**config.mk**
```make
export PLATFORM = sky130hd
export DESIGN_NAME = bcrq_requant_pipe
export DESIGN_NICKNAME = d
export VERILOG_FILES = /design/src/rtl/core/bcrq_pkg.sv /design/src/rtl/core/bcrq_requant_pipe.sv
export SDC_FILE = /design/constraint.sdc
export NUM_CORES = 2
export LEC_CHECK = 0
export ABC_AREA = 1
export BUFFER_PORTS_ARGS = -buffer_cell sky130_fd_sc_hd__buf_2
export CORE_MARGIN = 3
export CORE_UTILIZATION = 35
export CTS_CLUSTER_SIZE = 30
export DETAILED_ROUTE_END_ITERATION = 6
export PLACE_DENSITY = 0.58
export SKIP_CTS_REPAIR_TIMING = 1
export SLEW_MARGIN = 20
export SYNTH_ARGS = -nofsm -noshare
export SYNTH_HDL_FRONTEND = slang
export SYNTH_SLANG_ARGS = --single-unit
```
**constraint.sdc**
```tcl
create_clock -name i_clk -period 11.4 [get_ports i_clk]
set_clock_uncertainty 0.15 [all_clocks]
set_input_delay 1.14 -clock i_clk [delete_from_list [all_inputs] [get_ports i_clk]]
set_output_delay 1.14 -clock i_clk [all_outputs]
set_load 0.01 [all_outputs]
```
**src/rtl/core/bcrq_pkg.sv**
```systemverilog
package bcrq_pkg;

    // register indexes on the configuration channel
    localparam int CfgIdxW = 2;
    localparam logic [CfgIdxW-1:0] CFG_ACCUM_SHIFT = 2'd0;
    localparam logic [CfgIdxW-1:0] CFG_BIAS_SCALE  = 2'd1;
    localparam logic [CfgIdxW-1:0] CFG_FINAL_SHIFT = 2'd2;
    localparam int CfgDataW = 16;

    typedef struct packed {
        logic signed [5:0]  accum_shift;
        logic signed [15:0] bias_scale;
        logic signed [5:0]  final_shift;
    } t_cfg;

    // one table entry: multiplier and bias of a channel
    typedef struct packed {
        logic signed [15:0] mul;
        logic signed [15:0] bias;
    } t_coef;

endpackage

```
**src/rtl/core/bcrq_requant_pipe.sv**
```systemverilog
module bcrq_requant_pipe
    import bcrq_pkg::*;
(
    input  logic               i_clk,
    input  logic               i_rst_n,
    input  logic               i_valid,
    output logic               o_ready,
    input  logic signed [31:0] i_accumulator,
    input  logic               i_ch_ok,
    input  t_coef              i_coef,
    input  t_cfg               i_cfg,
    output logic               o_valid,
    input  logic               i_ready,
    output logic signed [7:0]  o_activation
);

    // rounded shift (left for a count <= 0), then symmetric saturation to 16 bits
    function automatic logic signed [15:0] rshift_sat16(input logic signed [32:0] v,
                                                        input logic signed [5:0]  s);
        logic signed [33:0] t;
        logic signed [33:0] half;
        logic signed [65:0] w;
        logic [5:0]         rnd;
        logic [6:0]         k;
        logic signed [15:0] res;
        t    = '0;
        half = '0;
        w    = '0;
        rnd  = '0;
        k    = '0;
        if (s > 6'sd0) begin
            rnd  = 6'(s) - 6'd1;
            half = 34'sd1 <<< rnd;
            t    = {v[32], v} + half;
            t    = t >>> s[4:0];
            if (t > 34'sd32767) begin
                res = 16'sd32767;
            end else if (t < -34'sd32767) begin
                res = -16'sd32767;
            end else begin
                res = t[15:0];
            end
        end else begin
            k = 7'd0 - {s[5], s};
            w = {{33{v[32]}}, v};
            w = w <<< k;
            if (w > 66'sd32767) begin
                res = 16'sd32767;
            end else if (w < -66'sd32767) begin
                res = -16'sd32767;
            end else begin
                res = w[15:0];
            end
        end
        return res;
    endfunction

    logic adv1, adv2, adv3, adv4;

    logic               r_v1, r_ok1;
    logic signed [15:0] r_scaled1;
    logic               r_v2;
    logic signed [31:0] r_prod2, r_bias2;
    logic               r_v3;
    logic signed [31:0] r_sum3;
    logic               r_v4;
    logic signed [7:0]  r_act4;

    logic signed [15:0] n_scaled1;
    logic signed [15:0] w_mul, w_bias;
    logic signed [31:0] n_prod2, n_bias2;
    logic signed [32:0] w_sum;
    logic signed [31:0] n_sum3;
    logic signed [15:0] w_p16;
    logic signed [16:0] w_r8;
    logic signed [16:0] w_q;
    logic signed [7:0]  n_act4;

    // each stage moves when it is empty or the stage after it moves
    assign adv4    = !r_v4 || i_ready;
    assign adv3    = !r_v3 || adv4;
    assign adv2    = !r_v2 || adv3;
    assign adv1    = !r_v1 || adv2;
    assign o_ready = adv1;

    assign o_valid      = r_v4;
    assign o_activation = r_act4;

    always_comb begin
        n_scaled1 = rshift_sat16({i_accumulator[31], i_accumulator}, i_cfg.accum_shift);
        w_mul     = r_ok1 ? i_coef.mul  : 16'sd0;
        w_bias    = r_ok1 ? i_coef.bias : 16'sd0;
        n_prod2   = w_mul * r_scaled1;
        n_bias2   = w_bias * i_cfg.bias_scale;
        w_sum     = {r_prod2[31], r_prod2} + {r_bias2[31], r_bias2};
        if (w_sum > 33'sd2147483647) begin
            n_sum3 = 32'sh7FFF_FFFF;
        end else if (w_sum < -33'sd2147483647) begin
            n_sum3 = 32'sh8000_0001;
        end else begin
            n_sum3 = w_sum[31:0];
        end
        w_p16 = rshift_sat16({r_sum3[31], r_sum3}, i_cfg.final_shift);
        w_r8  = {w_p16[15], w_p16} + 17'sd128;
        w_q   = w_r8 >>> 8;
        if (w_q > 17'sd127) begin
            n_act4 = 8'sd127;
        end else begin
            n_act4 = w_q[7:0];
        end
    end

    always_ff @(posedge i_clk) begin
        if (!i_rst_n) begin
            r_v1 <= 1'b0;
            r_v2 <= 1'b0;
            r_v3 <= 1'b0;
            r_v4 <= 1'b0;
        end else begin
            if (adv1) r_v1 <= i_valid;
            if (adv2) r_v2 <= r_v1;
            if (adv3) r_v3 <= r_v2;
            if (adv4) r_v4 <= r_v3;
        end
    end

    always_ff @(posedge i_clk) begin
        if (adv1) begin
            r_scaled1 <= n_scaled1;
            r_ok1     <= i_ch_ok;
        end
        if (adv2) begin
            r_prod2 <= n_prod2;
            r_bias2 <= n_bias2;
        end
        if (adv3) begin
            r_sum3 <= n_sum3;
        end
        if (adv4) begin
            r_act4 <= n_act4;
        end
    end

endmodule

```
; ---- After elaboration in Yosys (flattened, before gate mapping)
; Index checks and enable logic that the tools add are counted.
[totals]
register_bits = 125
latchBits = 0
ramBits = 0
mem_bits_ro = 0
inputBits = 97
out_inout_bits = 10
wordCells = 62
memories = 0
[op_classes]
addsub = 8
multipliers = 2
n_div = 0
order_cmp = 13
n_eq_ne = 0
shifts = 6
n_mux = 13
bitwise_logic = 0
n_reduce_logical = 9
[ops]
columns = op, count
row1 = two-way mux 16 bit, 12
row2 = > comparator 66 x 16 -> 1 bit (second input constant), 2
row3 = less-than comparator 66 x 16 -> 1 bit (second input constant), 2
row4 = <<< shifter 32 x 7 -> 66 bit, 2
row5 = adder 34 bit, 2
row6 = > comparator 34 x 16 -> 1 bit (second input constant), 2
row7 = less-than comparator 34 x 16 -> 1 bit (second input constant), 2
row8 = <<< shifter 2 x 6 -> 34 bit (first input constant), 2
row9 = >>> shifter 34 x 5 -> 34 bit, 2
row10 = multiplier 16 x 16 -> 32 bit, 2
row11 = adder 32 x 32 -> 33 bit, 1
row12 = > comparator 33 x 32 -> 1 bit (second input constant), 1
row13 = less-than comparator 33 x 32 -> 1 bit (second input constant), 1
row14 = two-way mux 32 bit, 1
row15 = adder 16 x 9 -> 17 bit (second input constant), 1
row16 = subtractor 1 x 6 -> 7 bit (first input constant), 2
row17 = > comparator 6 x 1 -> 1 bit (second input constant), 2
row18 = subtractor 6 x 1 -> 6 bit (second input constant), 2
row19 = > comparator 9 x 8 -> 1 bit (second input constant), 1
row20 = logical NOT 1 bit, 4
row21 = logical OR 1 bit, 4
row22 = OR reduction 2 bit, 1

; ---- Longest topological paths before layout
[depth]
word_depth = 10
ltp_mapped = 52
depth_no_buf = 47

; ---- Worst setup path before layout
; OpenSTA, ideal clock, no wires.
[synth_timing]
path_kind = input port to flip-flop
startpoint = input i_coef[26] (netlist name)
endpoint = register r_prod2[30] (data pin)
setup_ps = 258
t_arrival_ps = 7185
required_time_ps = 10992
slack_ps = 3807
cell_stages = 29
n_path_buf = 1
path_cell_list = nand2_1 -> inv_1 -> clkbuf_1 -> nand2_1 -> fa_1 -> inv_1 -> fa_1 -> inv_1 -> fa_1 -> inv_1 -> fa_1 -> inv_1 -> fa_1 -> inv_1 -> fa_1 -> ha_1 -> a21oi_1 -> o21ai_0 -> a21oi_1 -> o21ai_0 -> a31oi_1 -> o21ai_0 -> a21boi_0 -> o21ai_0 -> a21boi_0 -> nor2_1 -> o21ai_0 -> nand2_1 -> xor2_1
[synth_between]
elab_chain_len = 2
[synth_rtl]
columns = item, line
row1 = "start, declared", bcrq_requant_pipe.sv:10  ; input t_coef i_coef,
row2 = two-way mux 16 bit, bcrq_requant_pipe.sv:91  ; w_mul = r_ok1 ? i_coef.mul : 16'sd0;
row3 = multiplier 16 x 16 -> 32 bit, bcrq_requant_pipe.sv:93  ; n_prod2 = w_mul * r_scaled1;
row4 = via n_prod2[30], bcrq_requant_pipe.sv:71  ; logic signed [31:0] n_prod2, n_bias2;
row5 = "end signal, assigned", bcrq_requant_pipe.sv:133  ; r_prod2 <= n_prod2;
row6 = "end, declared", bcrq_requant_pipe.sv:63  ; logic signed [31:0] r_prod2, r_bias2;
; The timed path passes the listed nets, and every way through them passes these cells.
; A chain may end at the register's enable or synchronous reset.

; ---- Worst setup path after layout
[layout_timing]
startpoint = input i_cfg[23] (netlist name)
endpoint = register r_scaled1[8] (data pin)
[layout_between]
elab_chain_len = 8
elab_cells_between_ends = 16
cone_classes = 3 x add/sub / 5 x order compare / 3 x shift / 5 x mux
[layout_rtl]
columns = item, line
row1 = "start, declared", bcrq_requant_pipe.sv:11  ; input t_cfg i_cfg,
row2 = subtractor 6 x 1 -> 6 bit, bcrq_requant_pipe.sv:32  ; rnd = 6'(s) - 6'd1;
row3 = <<< shifter 2 x 6 -> 34 bit, bcrq_requant_pipe.sv:33  ; half = 34'sd1 <<< rnd;
row4 = adder 34 bit, bcrq_requant_pipe.sv:34  ; t = {v[32], v} + half;
row5 = >>> shifter 34 x 5 -> 34 bit, bcrq_requant_pipe.sv:35  ; t = t >>> s[4:0];
row6 = less-than comparator 34 x 16 -> 1 bit, bcrq_requant_pipe.sv:38  ; end else if (t < -34'sd32767) begin
row7 = two-way mux 16 bit, bcrq_requant_pipe.sv:38
row8 = two-way mux 16 bit, bcrq_requant_pipe.sv:36  ; if (t > 34'sd32767) begin
row9 = two-way mux 16 bit *, bcrq_requant_pipe.sv:31  ; if (s > 6'sd0) begin
row10 = via n_scaled1[8], bcrq_requant_pipe.sv:69  ; logic signed [15:0] n_scaled1;
row11 = "end signal, assigned", bcrq_requant_pipe.sv:129  ; r_scaled1 <= n_scaled1;
row12 = "end, declared", bcrq_requant_pipe.sv:61  ; logic signed [15:0] r_scaled1;
; The timed path passes the listed nets; every way through them passes the cells marked *.

==> impl_metrics.json <==
{
  "fp.dieH_um": 344,
  "worstMarginPinSlew_ns": 0.935,
  "path_class": "primary input to register",
  "drt-total-wl_um": 131000,
  "relSlewSlack_pct": 37.6,
  "die_w_um": 344,
  "netlist-cell-type-count": 61,
  "start_kind": "primary input",
  "ys_warn_count": 0,
  "fin_crit_ns": 8.28,
  "grt_antenna_before_repair": 2,
  "cts_max_path_buffers": 2,
  "cts_max_level": 4,
  "final_cell_area_um2": 42300,
  "num_io_pins": 107,
  "synth.net_count": 6866,
  "intPower_mw": 5.43,
  "netlist_area_um2": 40000,
  "fin_total_pwr_mw": 11.9,
  "ys_seq_area_share_pct": 9.28,
  "cts_inserted_buffers": 17,
  "vias_per_cell": 5.18,
  "detail_route.drc_violations": 0,
  "final_nets": 6798,
  "vdd_drop_max_uv": 374,
  "grt-ovfl-total": 0,
  "cts_tree": "yes",
  "maxCapViolCount": 0,
  "start_util_pct": 35.4,
  "power_frac_seq_pct": 12.4,
  "setup_violations": 0,
  "final_cell_mix": "1705 x nand2_1, 929 x inv_1, 583 x nor2_1",
  "clock-sinks": 125,
  "clkLatencyLatePin_ns": 0.46,
  "final_util_pct": 37.4,
  "cp_max_fo": 36,
  "synth_cells": 5969,
  "max_stage_delay_ns": 0.56,
  "drtPass1Iterations": 7,
  "dpl_worst_slack_ns": 2.76,
  "yosys_register_bits": 125,
  "fin_ws_ns": 3.12,
  "wl_per_cell_um": 17.7,
  "swShare_pct": 54.2,
  "setup_tns_ns": 0,
  "avgSynthCellArea_um2": 6.71,
  "cts_root_buf": "clkbuf_16",
  "port_buffers": 106,
  "p_leak_nw": 21.8,
  "critPathBufInv": 5,
  "cp_common_cell": "nand2_1",
  "power_frac_clock_pct": 4.7,
  "async_flop_share_pct": 0,
  "rsz0062_at_grt": "no",
  "core-area_um2": 113000,
  "hold_violations": 0,
  "whs_ns": 0.309,
  "synthFlopType": "edfxtp_1",
  "grt_pass1_vias": 37200,
  "crit_required_ns": 11.44,
  "fin_cells": 7417,
  "multi_input_area_um2": 31700,
  "grt_max_degree": 72,
  "seq_area_um2": 3710,
  "hp-class": "register to register",
  "synth_edf_count": 121,
  "final_common_cell": "nand2_1",
  "period_share_pct": 72.6,
  "status": "finished clean",
  "end_kind": "register",
  "dpl.hpwl_um": 110000,
  "p_per_area_nw_per_um2": 280,
  "drv_slew": 0,
  "critical_path.top_delay_family": "simple AND/OR/NAND/NOR gates",
  "routabilityCongestion": 0.969,
  "slowest_stage": "nand2_1",
  "rows": 123,
  "clock.fmax_ghz": 0.121,
  "vias": 38400,
  "switchingPower_mw": 6.42,
  "area_delta_synth_final_pct": 5.67,
  "first_iter_violations": 3289,
  "path_clk_slew_ns": 0.06,
  "dieArea_um2": 118000,
  "cp.arrival_ns": 8.32,
  "grt_usage_pct": 22.1,
  "grt_pass1_wl_um": 207000,
  "dp_cells": 7382,
  "ant_nets": 0,
  "comb_power_share_pct": 82.9,
  "fillerInstances": 12300,
  "placed_area_um2": 41700,
  "drive_gt1_share_pct": 4.26
}
[flip-flops by register name (all words and copies together), names as in the netlist, 8 cells and up]
signal        flops
o_activation      8
r_prod2          32
r_sum3           32
r_bias2          32
r_scaled1        16
[path summary, 6_finish.rpt]
kind | from | end | slack [ns] | depth (start not counted)
setup reg to reg | r_ok1 | r_prod2[30] | 3.27 | 29
hold reg to reg | r_v3 | o_valid | 0.31 | 2
hold / removal | r_v3 | o_valid | 0.31 | 2
setup / recovery | i_cfg[23] | r_scaled1[8] | 3.12 | 38
[logic make-up (layout without fill, tap and decap cells)]
kind of cell / count (synthesis) / count (layout) / share of synthesized area [%]
XOR/XNOR: 143 / 143 / 3.17
adder cells (fa/ha/maj): 800 / 800 / 34.9
AND/OR/NAND/NOR: 2968 / 2968 / 30.7
flip-flops: 125 / 125 / 9.28
AO/OA/AOI/OAI: 712 / 712 / 9.91
buffers and inverters: 1202 / 1147 / 11.6
multiplexers: 19 / 19 / 0.475
other: 0 / 3 / 0
[power groups by stage]
| stage | Clock [mW] | Sequential [mW] | Combinational, mW |
|---|---|---|---|
| after CTS | 0.571 | 1.47 | 9.97 |
| final | 0.555 | 1.47 | 9.82 |
| after global routing | 0.591 | 1.49 | 11.3 |
| after detailed placement | 0 | 1.47 | 9.90 |
| after global placement | 0 | 1.48 | 9.85 |
| after floorplan | 0 | 1.36 | 7.65 |
[per-layer routing]
metal,vias up,track usage (%),part of all wire [%]
met1,18400,31.7,46
met4,0,4.82,2.0
met2,1239,35.8,46
li1,18700,-,-
met3,144,2.53,6.1
met5,-,0,0
[layout make-up]
type                       instances  area share [%]
antenna                            3          0.0177
clock buffer                      19            1.02
clock inverter                    13           0.373
inverter                         989            8.81
multi-input combinational       4642            75.0
sequential                       125            8.78
tap                             1500            4.44
timing repair buffer             126            1.61
[Yosys cell counts (5+ instances only)]
library cell,n,area [um^2]
inv_4,5,31.3
xnor2_1,45,394
clkbuf_1,109,409
nor4_1,23,144
a31oi_1,36,225
nor2_4,6,67.6
or2_2,13,81.3
buf_2,42,210
a21oi_1,206,1030
o221ai_1,15,131
o21a_1,6,45.0
a21boi_1,6,45.0
xor2_1,96,841
ha_1,273,3420
edfxtp_1,121,3630
inv_1,930,3490
nand2_1,1705,6400
nand3b_1,6,45.0
nor2_1,583,2190
o21ai_0,264,1320
and2_1,11,68.8
nand2_2,12,75.1
nand2_4,7,78.8
o22ai_1,24,150
a21boi_0,8,60.1
nand3_2,8,80.1
nor3_1,35,175
o211ai_1,28,210
nand3_1,494,2470
o21bai_1,9,67.6
clkinv_1,27,101
nor2_2,7,43.8
inv_2,27,101
buf_4,12,90.1
mux2i_1,19,190
nand4_1,45,282
a21o_1,12,90.1
buf_1,49,184
o21ai_1,73,365
fa_1,527,10600
a211oi_1,6,45.0
[worst register-to-register path, delay by kind of cell (launching register included)]
kind,cells,cell delay (ns)
fa+ha+maj,7,3.46
compound gates,10,2.10
buf+inv,7,1.08
simple gates,4,0.65
flops,1,0.33
xor+xnor,1,0.14
Note: power is estimated with default switching activity, not from simulation.
