==> src/rtl/core/bcrq_pkg.sv <==
package bcrq_pkg;

    // register indexes on the configuration channel
    localparam int CfgIdxW = 2;
    localparam logic [CfgIdxW-1:0] CFG_ACCUM_SHIFT = 2'd0;
    localparam logic [CfgIdxW-1:0] CFG_BIAS_SCALE  = 2'd1;
    localparam logic [CfgIdxW-1:0] CFG_FINAL_SHIFT = 2'd2;
    localparam int CfgDataW = 16;

    typedef struct packed {
        logic signed [5:0]  accum_shift;
        logic signed [15:0] bias_scale;
        logic signed [5:0]  final_shift;
    } t_cfg;

    // one table entry: multiplier and bias of a channel
    typedef struct packed {
        logic signed [15:0] mul;
        logic signed [15:0] bias;
    } t_coef;

endpackage

==> src/rtl/core/bcrq_if.sv <==


interface bcrq_cfg_if;
    logic        valid;
    logic        ready;
    logic [1:0]  index;
    logic [15:0] data;

    modport source (output valid, index, data, input ready);
    modport sink   (input valid, index, data, output ready);
endinterface

==> src/rtl/core/bcrq_cfg_regs.sv <==
module bcrq_cfg_regs
    import bcrq_pkg::*;
(
    input  logic       i_clk,
    input  logic       i_rst_n,
    bcrq_cfg_if.sink   i_cfg,
    output t_cfg       o_cfg
);

    t_cfg r_cfg;
    t_cfg n_cfg;

    assign i_cfg.ready = 1'b1;
    assign o_cfg       = r_cfg;

    always_comb begin
        n_cfg = r_cfg;
        if (i_cfg.valid) begin
            case (i_cfg.index)
                CFG_ACCUM_SHIFT: n_cfg.accum_shift = i_cfg.data[5:0];
                CFG_BIAS_SCALE:  n_cfg.bias_scale  = i_cfg.data;
                CFG_FINAL_SHIFT: n_cfg.final_shift = i_cfg.data[5:0];
                default:         n_cfg = r_cfg;
            endcase
        end
    end

    always_ff @(posedge i_clk) begin
        if (!i_rst_n) begin
            r_cfg.accum_shift <= 6'sd0;
            r_cfg.bias_scale  <= 16'sd1;
            r_cfg.final_shift <= 6'sd0;
        end else begin
            r_cfg <= n_cfg;
        end
    end

endmodule

==> src/flat_wrapper.sv <==
// flat-port wrapper written by rule: the top's interface ports become plain ports
module bcrq_cfg_regs_flat import bcrq_pkg::*;
  (i_clk, i_rst_n, o_cfg, i_cfg_valid, i_cfg_index, i_cfg_data, i_cfg_ready);
  bcrq_cfg_if i_cfg_i ();
  input  logic i_clk;
  input  logic i_rst_n;
  output t_cfg o_cfg;
  input wire logic [$bits(i_cfg_i.valid)-1:0] i_cfg_valid;
  input wire logic [$bits(i_cfg_i.index)-1:0] i_cfg_index;
  input wire logic [$bits(i_cfg_i.data)-1:0] i_cfg_data;
  output wire logic [$bits(i_cfg_i.ready)-1:0] i_cfg_ready;
  assign i_cfg_i.valid = i_cfg_valid;
  assign i_cfg_i.index = i_cfg_index;
  assign i_cfg_i.data = i_cfg_data;
  assign i_cfg_ready = i_cfg_i.ready;
  bcrq_cfg_regs u_core (.i_clk(i_clk), .i_rst_n(i_rst_n), .i_cfg(i_cfg_i), .o_cfg(o_cfg));
endmodule
==> config.mk <==
export PLATFORM = sky130hd
export DESIGN_NAME = bcrq_cfg_regs_flat
export DESIGN_NICKNAME = d
export VERILOG_FILES = /design/src/rtl/core/bcrq_pkg.sv /design/src/rtl/core/bcrq_if.sv /design/src/rtl/core/bcrq_cfg_regs.sv /design/src/flat_wrapper.sv
export SDC_FILE = /design/constraint.sdc
export NUM_CORES = 1
export LEC_CHECK = 0
export BUFFER_PORTS_ARGS = -buffer_cell sky130_fd_sc_hd__buf_2
export CAP_MARGIN = 20
export CORE_UTILIZATION = 30
export CTS_CLUSTER_DIAMETER = 80
export DETAILED_ROUTE_END_ITERATION = 12
export PLACE_DENSITY = 0.64
export SLEW_MARGIN = 25
export SYNTH_ARGS = -nofsm -noshare
export SYNTH_HDL_FRONTEND = slang
export SYNTH_SLANG_ARGS = --single-unit
==> constraint.sdc <==
create_clock -name i_clk -period 1.15 [get_ports i_clk]
set_clock_uncertainty 0.2 [all_clocks]
set_input_delay 0.0575 -clock i_clk [delete_from_list [all_inputs] [get_ports i_clk]]
set_output_delay 0.0575 -clock i_clk [all_outputs]
set_load 0.05 [all_outputs]
# == Word level (Yosys, flattened, before mapping) ==
# Index checks and enable logic that the tools add are counted.
# word_totals
reg_bits,28
in_bits,21
out_inout_bits,29
word_cells,9
# classes
eq_ne,2
reduce_logical,4
# op_table
operator,count
2-bit AND reduction,3
"2-bit by 1-bit == test with 1-bit output, second input constant",1
"2-bit == test, second input constant",1
2-bit logical NOT,1

# == Longest topological paths before layout ==
# Gate-level depths: netlist of the first run.
# logic_depth
word_depth,2
depth_mapped,4
mapped_depth_nobuf,2

# == Least setup slack after synthesis of the first run ==
# Ideal clock, no wire load.
# synth_timing
path_type,reg-to-reg
start,"register, netlist name u_core.o_cfg[6]"
end,register u_core.r_cfg (netlist bit u_core.o_cfg[6])
setup_time_ns,0.079
arrival_ns,0.840
required_ns,0.871
setup_slack_ns,0.031
path_stages_with_launch,3
path_buffers,0
synth_period_minus_slack_ns,1.119
cell_sequence,dfxtp_1 > inv_1 > o211ai_1
# synth_lines
item,line_no,text
end signal: assignment,bcrq_cfg_regs.sv:34,r_cfg <= n_cfg;
end: declaration,bcrq_cfg_regs.sv:10,t_cfg r_cfg;

# == Worst setup path after layout of the first run ==
# layout_timing
start,register u_core.r_cfg (netlist bit u_core.o_cfg[14])
end,output port o_cfg[14] in the netlist's numbering
# layout_lines
item,line_no,text
end: declaration,flat_wrapper.sv:7,output t_cfg o_cfg;
# No word-level cell between the ends.

==> results of run 1 <==
## logic make-up (layout without fill, tap and decap cells)
logic type | Yosys count | after routing | share of synthesized area, %
compound gates | 1 | 1 | 0.687
buf+inv | 10 | 79 | 5.15
flops | 28 | 28 | 51.3
mux | 27 | 27 | 24.7
other cells | 1 | 1 | 0.343
simple gates | 47 | 47 | 17.8
## stage by stage
| stage | worst slack (ps) | area [um^2] | TNS, ps | power (mW) |
|---|---|---|---|---|
| global route | 0.146 | 1870 | 0 | 1.93 |
| global placement | -53.7 | 1400 | -319 | 1.36 |
| CTS | 1.72 | 1710 | 0 | 1.82 |
| finish | 33.1 | 1870 | 0 | 1.85 |
| floorplan | 30.8 | 1090 | 0 | 1.27 |
| detailed placement | -85.7 | 1400 | -446 | 1.37 |
## power by group through the flow
stage	Combinational, mW	Sequential, mW	Clock (mW)
floorplan	0.107	1.16	0
global placement	0.320	1.04	0
global route	0.463	1.04	0.430
CTS	0.402	1.02	0.395
detailed placement	0.327	1.04	0
finish	0.439	1.04	0.379
## worst reg2reg max path, delay by kind of cell, from the launching register on
family / cells / cell delay (ps)
AO/OA/AOI/OAI: 1 / 150
buffers and inverters: 1 / 40
flip-flops: 1 / 370
## metal layers
metal	global-route usage, %	routed length (um)	vias up
met3	3.28	142	0
met5	0	0	-
li1	-	-	508
met4	2.62	0	0
met1	15.6	1130	490
met2	27.1	1490	33
## final cells by class
type / instances / area share (%)
inverter: 1 / 0.200
timing repair buffer: 75 / 38.4
tap: 46 / 3.07
multi-input combinational: 76 / 25.6
sequential: 28 / 31.5
clock buffer: 3 / 1.20
## synth_stat cells (all sizes together)
library cell | instances | area, um^2
o211ai | 1 | 7.51
nand3b | 1 | 7.51
or3b | 1 | 8.76
nand4b | 1 | 8.76
conb | 1 | 3.75
clkbuf | 3 | 11.3
nand2 | 43 | 161
buf | 6 | 41.3
inv | 1 | 3.75
mux2i | 27 | 270
and3b | 1 | 8.76
dfxtp | 28 | 561
## repair_timing
| item | in CTS | in global routing |
|---|---|---|
| gates cloned | 0 | 1 |
| endpoints found under the hold margin | 28 | 0 |
| resized for setup | 30 | 53 |
| hold buffers | 21 | 0 |
| endpoints found under the setup margin | 28 | 37 |
## worst paths after layout
kind	start	endpoint	slack, ps	cells past startpoint
min reg2reg	u_core.o_cfg[16]$_SDFFE_PN0P_	u_core.o_cfg[16]$_SDFFE_PN0P_	270	2
max reg2reg	u_core.o_cfg[6]$_SDFFE_PN1P_	u_core.o_cfg[6]$_SDFFE_PN1P_	320	2
max	u_core.o_cfg[14]$_SDFFE_PN0P_	o_cfg[14]	30	1
min	i_cfg_index[1]	u_core.o_cfg[2]$_SDFFE_PN0P_	10	4
==> impl_metrics.yaml, run 1 <==
global_routing:
  grt_use_total_pct: 14.1
  grt_pass1_wl_um: 4440
  antenna_found_initial: 0
  grt_pass1_vias: 1012
  grt.overflow.total: 0
  grt_max_degree: 28
clock_network:
  path_clk_slew_ps: 130
  clk_latency_ps: 310
  cts_buffers: 3
  htree_levels: 1
  cts.sink_count: 28
  cts_tree: "done"
  cts_max_path_buffers: 2
  post_cts_buffers: 0
  cts_root_buffer: "clkbuf_4"
die:
  ios: 50
  dieArea_um2: 3890
  start_util_pct: 32.0
  fp-row-count: 21
  die_w_um: 62.4
  core_um2: 3420
  fp.dieH_um: 62.4
synth:
  synthesis.area_um2: 1090
  yosysSeqAreaShare_pct: 51.3
  synth_fp_nets: 135
  synthCells: 114
  syn_avg_cell_area_um2: 9.59
  ys_types: 14
  yosys_warnings: 0
  ys_seq_elements: 28
sta:
  max_freq_mhz: 895
  slew_violations: 0
  period_needed_ps: 1120
  hold_violations: 0
  holdWs_ps: 11.4
  fin_crit_sh_pct: 97.1
  rsz0062_at_grt: "no"
  finalSetupViolCount: 0
routing:
  firstDrtPassIters: 4
  routed_via_density: 4.50
  drc_errors: 0
  routed_wl_um: 2770
  via_count: 1031
  drtIter0Drc: 14
  wl_per_cell_um: 12.1
  antenna_left: 0
pwr:
  p_leak_nw: 0.878
  switching_share_pct: 28.0
  ir_worst_vdd_mv: 0.560
  comb_power_share_pct: 23.7
  internal_power_mw: 1.33
  p_per_area_nw_per_um2: 990
  power.switching_mw: 0.520
  pwr-share-seq_pct: 55.9
  clock_power_share_pct: 20.4
placement:
  dp.cells: 204
  gp_congestion: 0.755
  hpwl_um: 1710
  portBuffers: 48
layout:
  ff_latch_area_um2: 591
  nFillCells: 290
  mostFrequentLayoutCell: "nand2_1"
  largest_reg_flops: 28
  syn_to_final_growth_pct: 71.3
  multi_input_area_um2: 479
  layout-drive-gt1-share_pct: 44.8
  final_nets: 206
  post-route-util_pct: 54.8
  layout.cells.non_filler: 229
  layout.cells.most_common_list: "42 x nand2_1, 29 x buf_6, 27 x mux2i_1, 24 x dfxtp_2"
  antennaDiodeCount: 0
flow_run:
  maxCapViolCount: 0
setup_path:
  critical_path.cell_chain: "buf_6"
  max_stage_delay_ps: 380
  cp_num_buf_inv: 1
  path_class: "flop to output pin"
  cpMaxStageDelayCell: "dfxtp_1"
  arrival_ps: 860
  crit_fanout: 2
  crit_family: "flip-flops"
  cp-start-kind: "flop"
  cp_data_required_time_ps: 890
  end_kind: "output pin"
hold_path:
  hold_class: "primary input to flop"
run_status:
  outcome: "complete, no violations"
Note: power is estimated with default switching activity, not from simulation.
==> run 2, diff against run 1 <==
- ABC_AREA: default -> 1
- CELL_PAD_IN_SITES_DETAIL_PLACEMENT: default -> 1
- CELL_PAD_IN_SITES_GLOBAL_PLACEMENT: default -> 1
- CORE_UTILIZATION: 30 -> 28
- PLACE_DENSITY: 0.64 -> 0.83
- clock period: 1.15 -> 1.01 ns (I/O delays scaled with it)
==> run 2 against run 1 <==
Against the previous run:
- the flow now finishes with violations (negative hold slack, negative setup slack)
- final area up 12%
- first-iteration DRC count rose to 4.6 times the previous value
- wire length is 33% higher
==> impl_metrics.yaml, run 2 <==
clock_network:
  cts_max_path_buffers: 2
  clk_latency_ps: 270
  holdBufCountCts: 18
  cts_tree: "done"
  cts_buffers: 3
  htree_levels: 1
  cts_root_buffer: "clkbuf_8"
  path_clk_slew_ps: 100
  cts.sink_count: 28
flow_run:
  maxCapViolCount: 0
routing:
  via_count: 1296
  wl_per_cell_um: 12.1
  drc_errors: 0
  drtIter0Drc: 65
  firstDrtPassIters: 4
  antenna_left: 0
  routed_wl_um: 3670
  routed_via_density: 4.28
setup_path:
  critical_path.cell_chain: "buf_8"
  end_kind: "output pin"
  timing.rr.start: "u_core.o_cfg[18]$_SDFFE_PN0P_"
  ff2ff_setup_slack_ps: 40
  max_stage_delay_ps: 370
  cp-start-kind: "flop"
  cp-startpoint: "u_core.o_cfg[6]$_SDFFE_PN1P_"
  arrival_ps: 790
  crit_family: "flip-flops"
  cp_data_required_time_ps: 760
  crit_fanout: 2
  path_class: "flop to output pin"
  cpMaxStageDelayCell: "dfxtp_2"
  cp_num_buf_inv: 1
global_routing:
  grtUsageMet1_pct: 17.2
  use_met2_pct: 33.0
  busiest_layer: "met2"
  grt_pass1_wl_um: 5580
  grt.overflow.total: 0
  grt_use_total_pct: 17.0
  grt_pass1_vias: 1257
  met3_usage_pct: 2.57
  antenna_found_initial: 0
  grt_max_degree: 32
placement:
  portBuffers: 48
  dpl_cell_area_um2: 1540
  place_ws_ps: -46.3
  gp_congestion: 0.720
  hpwl_um: 2180
pwr:
  p_total_mw: 2.81
  p_leak_nw: 1.10
  p_per_area_nw_per_um2: 1350
  ir_worst_vdd_mv: 0.701
layout:
  layout.cells.most_common_list: "49 x nand2_1, 48 x nor2_1, 29 x inv_1, 28 x dfxtp_2, 24 x buf_8"
  design_area_um2: 2090
  final_nets: 275
  post-route-util_pct: 52.2
  syn_to_final_growth_pct: 77.8
  mostFrequentLayoutCell: "nand2_1"
  layout-drive-gt1-share_pct: 36.4
  largest_reg_flops: 28
  antennaDiodeCount: 0
sta:
  hold_violations: 24
  finalSetupTns_ps: -423
  setup_slack_ps: -29.1
  finalSetupViolCount: 28
  period_needed_ps: 1040
  holdWs_ps: -35.7
  rsz0062_at_grt: "yes"
  max_freq_mhz: 962
  fin_crit_sh_pct: 103
  slew_violations: 0
die:
  fp.dieH_um: 66.8
  start_util_pct: 29.4
  die_w_um: 66.8
  core_um2: 4000
  fp-row-count: 23
  dieArea_um2: 4460
  ios: 50
synth:
  synth_fp_nets: 203
  synth_edf_count: 0
  synth_area_leaders: "dfxtp_1 48%, nand2_1 16%, nor2_1 16%"
  ys_types: 10
  ys_async_sr_fraction_pct: 0
  ys.flop_type: "dfxtp_1"
  synth_common_cells: "49 x nand2_1, 49 x nor2_1, 29 x inv_1"
  netlist.area_leader.share_pct: 47.7
  synthCells: 182
  synthesis.area_um2: 1170
  yosys_warnings: 0
  yosysSeqAreaShare_pct: 47.7
  syn_avg_cell_area_um2: 6.46
  synth_top_cell_by_area: "dfxtp_1"
  ys_seq_elements: 28
hold_path:
  hold_class: "primary input to flop"
  min_from: "i_rst_n"
run_status:
  violations: "negative hold slack, negative setup slack"
  outcome: "finished with violations"
==> run 2: cell families after synthesis <==
family | count (synthesis) | synth area share, %
AOI/OAI and AO/OA | 6 | 2.56
buffers and inverters | 39 | 13.7
DFF | 28 | 47.7
other | 1 | 0.319
and+or+nand+nor | 108 | 35.7
==> run 2: timing repair <==
item / CTS / global route
endpoints found under the hold margin: 28 / 24
setup buffers: 1 / 4
pin swaps: 0 / 0
resized for setup: 67 / 14
setup endpoints to repair: 28 / 30
==> run 2: path summary, 6_finish.rpt <==
path | endpoint | cells past startpoint
setup / recovery | o_cfg[6] | 1
hold / removal | u_core.o_cfg[6]$_SDFFE_PN1P_ | 3
setup reg to reg | u_core.o_cfg[18]$_SDFFE_PN0P_ | 5
hold reg to reg | u_core.o_cfg[25]$_SDFFE_PN0P_ | 2
==> run 2: final cells by class <==
type                    instances  area (um^2)
fillers                       504         1910
well taps                      50         62.6
repair buffers                 77          796
inverters                      29          109
multi-input cells             115          455
flip-flops and latches         28          596
clock buffers                   3         41.3
clock inverters                 1         30.0
==> run 2: layer usage <==
layer | wire, um | up-vias
met2 | 1970 | 31
met1 | 1490 | 593
li1 | - | 666
met5 | 0 | -
met3 | 139 | 6
met4 | 75 | 0
==> run 2: metrics by stage <==
stage | hold WS (ps) | instances
floorplan | -14.7 | 182
global placement | 79.4 | 277
detailed placement | 82.7 | 277
CTS | -40.7 | 300
global route | -38.1 | 303
finish | -35.7 | 303
==> run 2: tightest hold or removal path, cell delays in order <==
cell	delay [ps]
buf_2	110
buf_12	160
nand3_1	90
==> run 2: power by group <==
| part | switching (mW) | total (mW) | leakage (nW) | internal (mW) |
|---|---|---|---|---|
| combinational | 0.397 | 0.704 | 0.820 | 0.307 |
| sequential | 0.0507 | 1.22 | 0.240 | 1.17 |
| clock | 0.356 | 0.886 | 0.0357 | 0.530 |
| total | 0.803 | 2.81 | 1.10 | 2.01 |
==> run 3, diff against run 2 <==
- PLACE_DENSITY: 0.83 -> 0.82
- REMOVE_ABC_BUFFERS: default -> 1
==> run 3 against run 2 <==
Against the previous run:
- count of clock-buffer cells in the layout rose by 1
- register-to-register slack better by 40 ps
- via count down 3.4%
- non-clock buffer count shrank 4
- the flow still finishes with violations (negative hold slack, negative setup slack)
- maximum frequency decreased by 0.39%
- worst hold slack worse by 5.5 ps
- die area unchanged
==> impl_metrics.yaml, run 3 (synthesis results as in run 2) <==
layout:
  final_nets: 271
  syn_to_final_growth_pct: 73.2
  layout-drive-gt1-share_pct: 35.7
  antennaDiodeCount: 0
  layout.cells.most_common_list: "49 x nor2_1, 48 x nand2_1, 28 x inv_1, 28 x dfxtp_2"
  largest_reg_flops: 28
  nFillCells: 504
  mostFrequentLayoutCell: "nor2_1"
  layout.cells.non_filler: 299
  design_area_um2: 2030
routing:
  dr_wl_met2_um: 1860
  top_layer_used: "met4"
  drtIter0Drc: 46
  drc_errors: 0
  routed_via_density: 4.19
  drt-met1-wl_um: 1370
  routed_wl_um: 3380
  via_count: 1252
  firstDrtPassIters: 3
  route.met3.wl_um: 137
  antenna_left: 0
  wl_per_cell_um: 11.3
die:
  fp.dieH_um: 66.8
  ios: 50
  start_util_pct: 29.4
  die_w_um: 66.8
  fp-row-count: 23
  dieArea_um2: 4460
  core_um2: 4000
clock_network:
  cts_tree: "done"
  htree_levels: 1
  cts_max_path_buffers: 2
  cts_buffers: 3
  clk_latency_ps: 270
  cts.sink_count: 28
  path_clk_slew_ps: 100
  holdBufCountCts: 19
  cts_root_buffer: "clkbuf_8"
global_routing:
  grt_use_total_pct: 15.9
  grt_pass1_vias: 1178
  grt.overflow.total: 0
  antenna_found_initial: 0
  grt_max_degree: 32
  grt_pass1_wl_um: 5250
pwr:
  power.switching_mw: 0.790
  comb_power_share_pct: 26.3
  p_total_mw: 2.61
  pwr-share-seq_pct: 46.9
  clock_power_share_pct: 26.8
  p_per_area_nw_per_um2: 1280
  internal_power_mw: 1.82
  switching_share_pct: 30.3
  p_leak_nw: 1.06
  ir_worst_vdd_mv: 0.576
sta:
  holdWs_ps: -41.2
  fin_crit_sh_pct: 103
  slew_violations: 0
  setup_slack_ps: -33.2
  finalSetupViolCount: 28
  hold_violations: 28
  max_freq_mhz: 959
  period_needed_ps: 1040
  finalSetupTns_ps: -409
  rsz0062_at_grt: "yes"
setup_path:
  max_stage_delay_ps: 370
  crit_fanout: 2
  critical_path.cell_chain: "buf_8"
  cpMaxStageDelayCell: "dfxtp_2"
  crit_family: "flip-flops"
  arrival_ps: 790
  end_kind: "output pin"
  cp-start-kind: "flop"
  cp_data_required_time_ps: 760
  cp_num_buf_inv: 1
  path_class: "flop to output pin"
placement:
  dpl_cell_area_um2: 1500
  portBuffers: 48
  gp_congestion: 0.674
  place_ws_ps: 16.0
  hpwl_um: 1950
  dp.cells: 276
hold_path:
  hold_class: "primary input to flop"
flow_run:
  maxCapViolCount: 0
run_status:
  violations: "negative hold slack, negative setup slack"
  outcome: "finished with violations"
==> run 3: worst paths after layout <==
kind,slack [ps],cells past startpoint,to,start
min,-40,3,u_core.o_cfg[6]$_SDFFE_PN1P_,i_rst_n
min reg2reg,300,2,u_core.o_cfg[25]$_SDFFE_PN0P_,u_core.o_cfg[25]$_SDFFE_PN0P_
max reg2reg,80,5,u_core.o_cfg[19]$_SDFFE_PN0P_,u_core.o_cfg[19]$_SDFFE_PN0P_
max,-30,1,o_cfg[22],u_core.o_cfg[22]$_SDFFE_PN0P_
==> run 3: cell type report <==
cell class                      count  area [um^2]  share of cell area (%)
Multi-Input combinational cell    115          460                    22.6
Clock buffer                        4         55.1                    2.71
Sequential cell                    28          596                    29.3
Inverter                           29          109                    5.35
Timing Repair Buffer               73          752                    37.0
Tap cell                           50         62.6                    3.08
==> run 3: power groups by stage <==
| stage | combinational (mW) | sequential, mW | clock, mW |
|---|---|---|---|
| finish | 0.684 | 1.22 | 0.699 |
| CTS | 0.667 | 1.22 | 0.728 |
| global route | 0.735 | 1.23 | 0.759 |
| floorplan | 0.135 | 1.42 | 0 |
| global placement | 0.513 | 1.21 | 0 |
| detailed placement | 0.519 | 1.22 | 0 |
==> run 3: layer usage <==
layer	up-vias	GRT usage [%]
li1	657	-
met1	566	16.7
met2	27	30.4
met3	2	3.25
met4	0	5.59
met5	-	0
==> run 3: what timing repair did <==
item | in CTS | in global routing
pin swaps | 0 | 1
buffers inserted | 1 | 1
endpoints found under the hold margin | 28 | 20
resized for setup | 95 | 11
endpoints found under the setup margin | 28 | 30
==> run 3: metrics by stage <==
stage / hold WS, ps / utilization, %
floorplan: -63.6 / -
global placement: 70.2 / 37.4
detailed placement: 80.6 / 37.4
CTS: -47.7 / 50.0
global route: -23.3 / 50.9
finish: -41.2 / 50.9
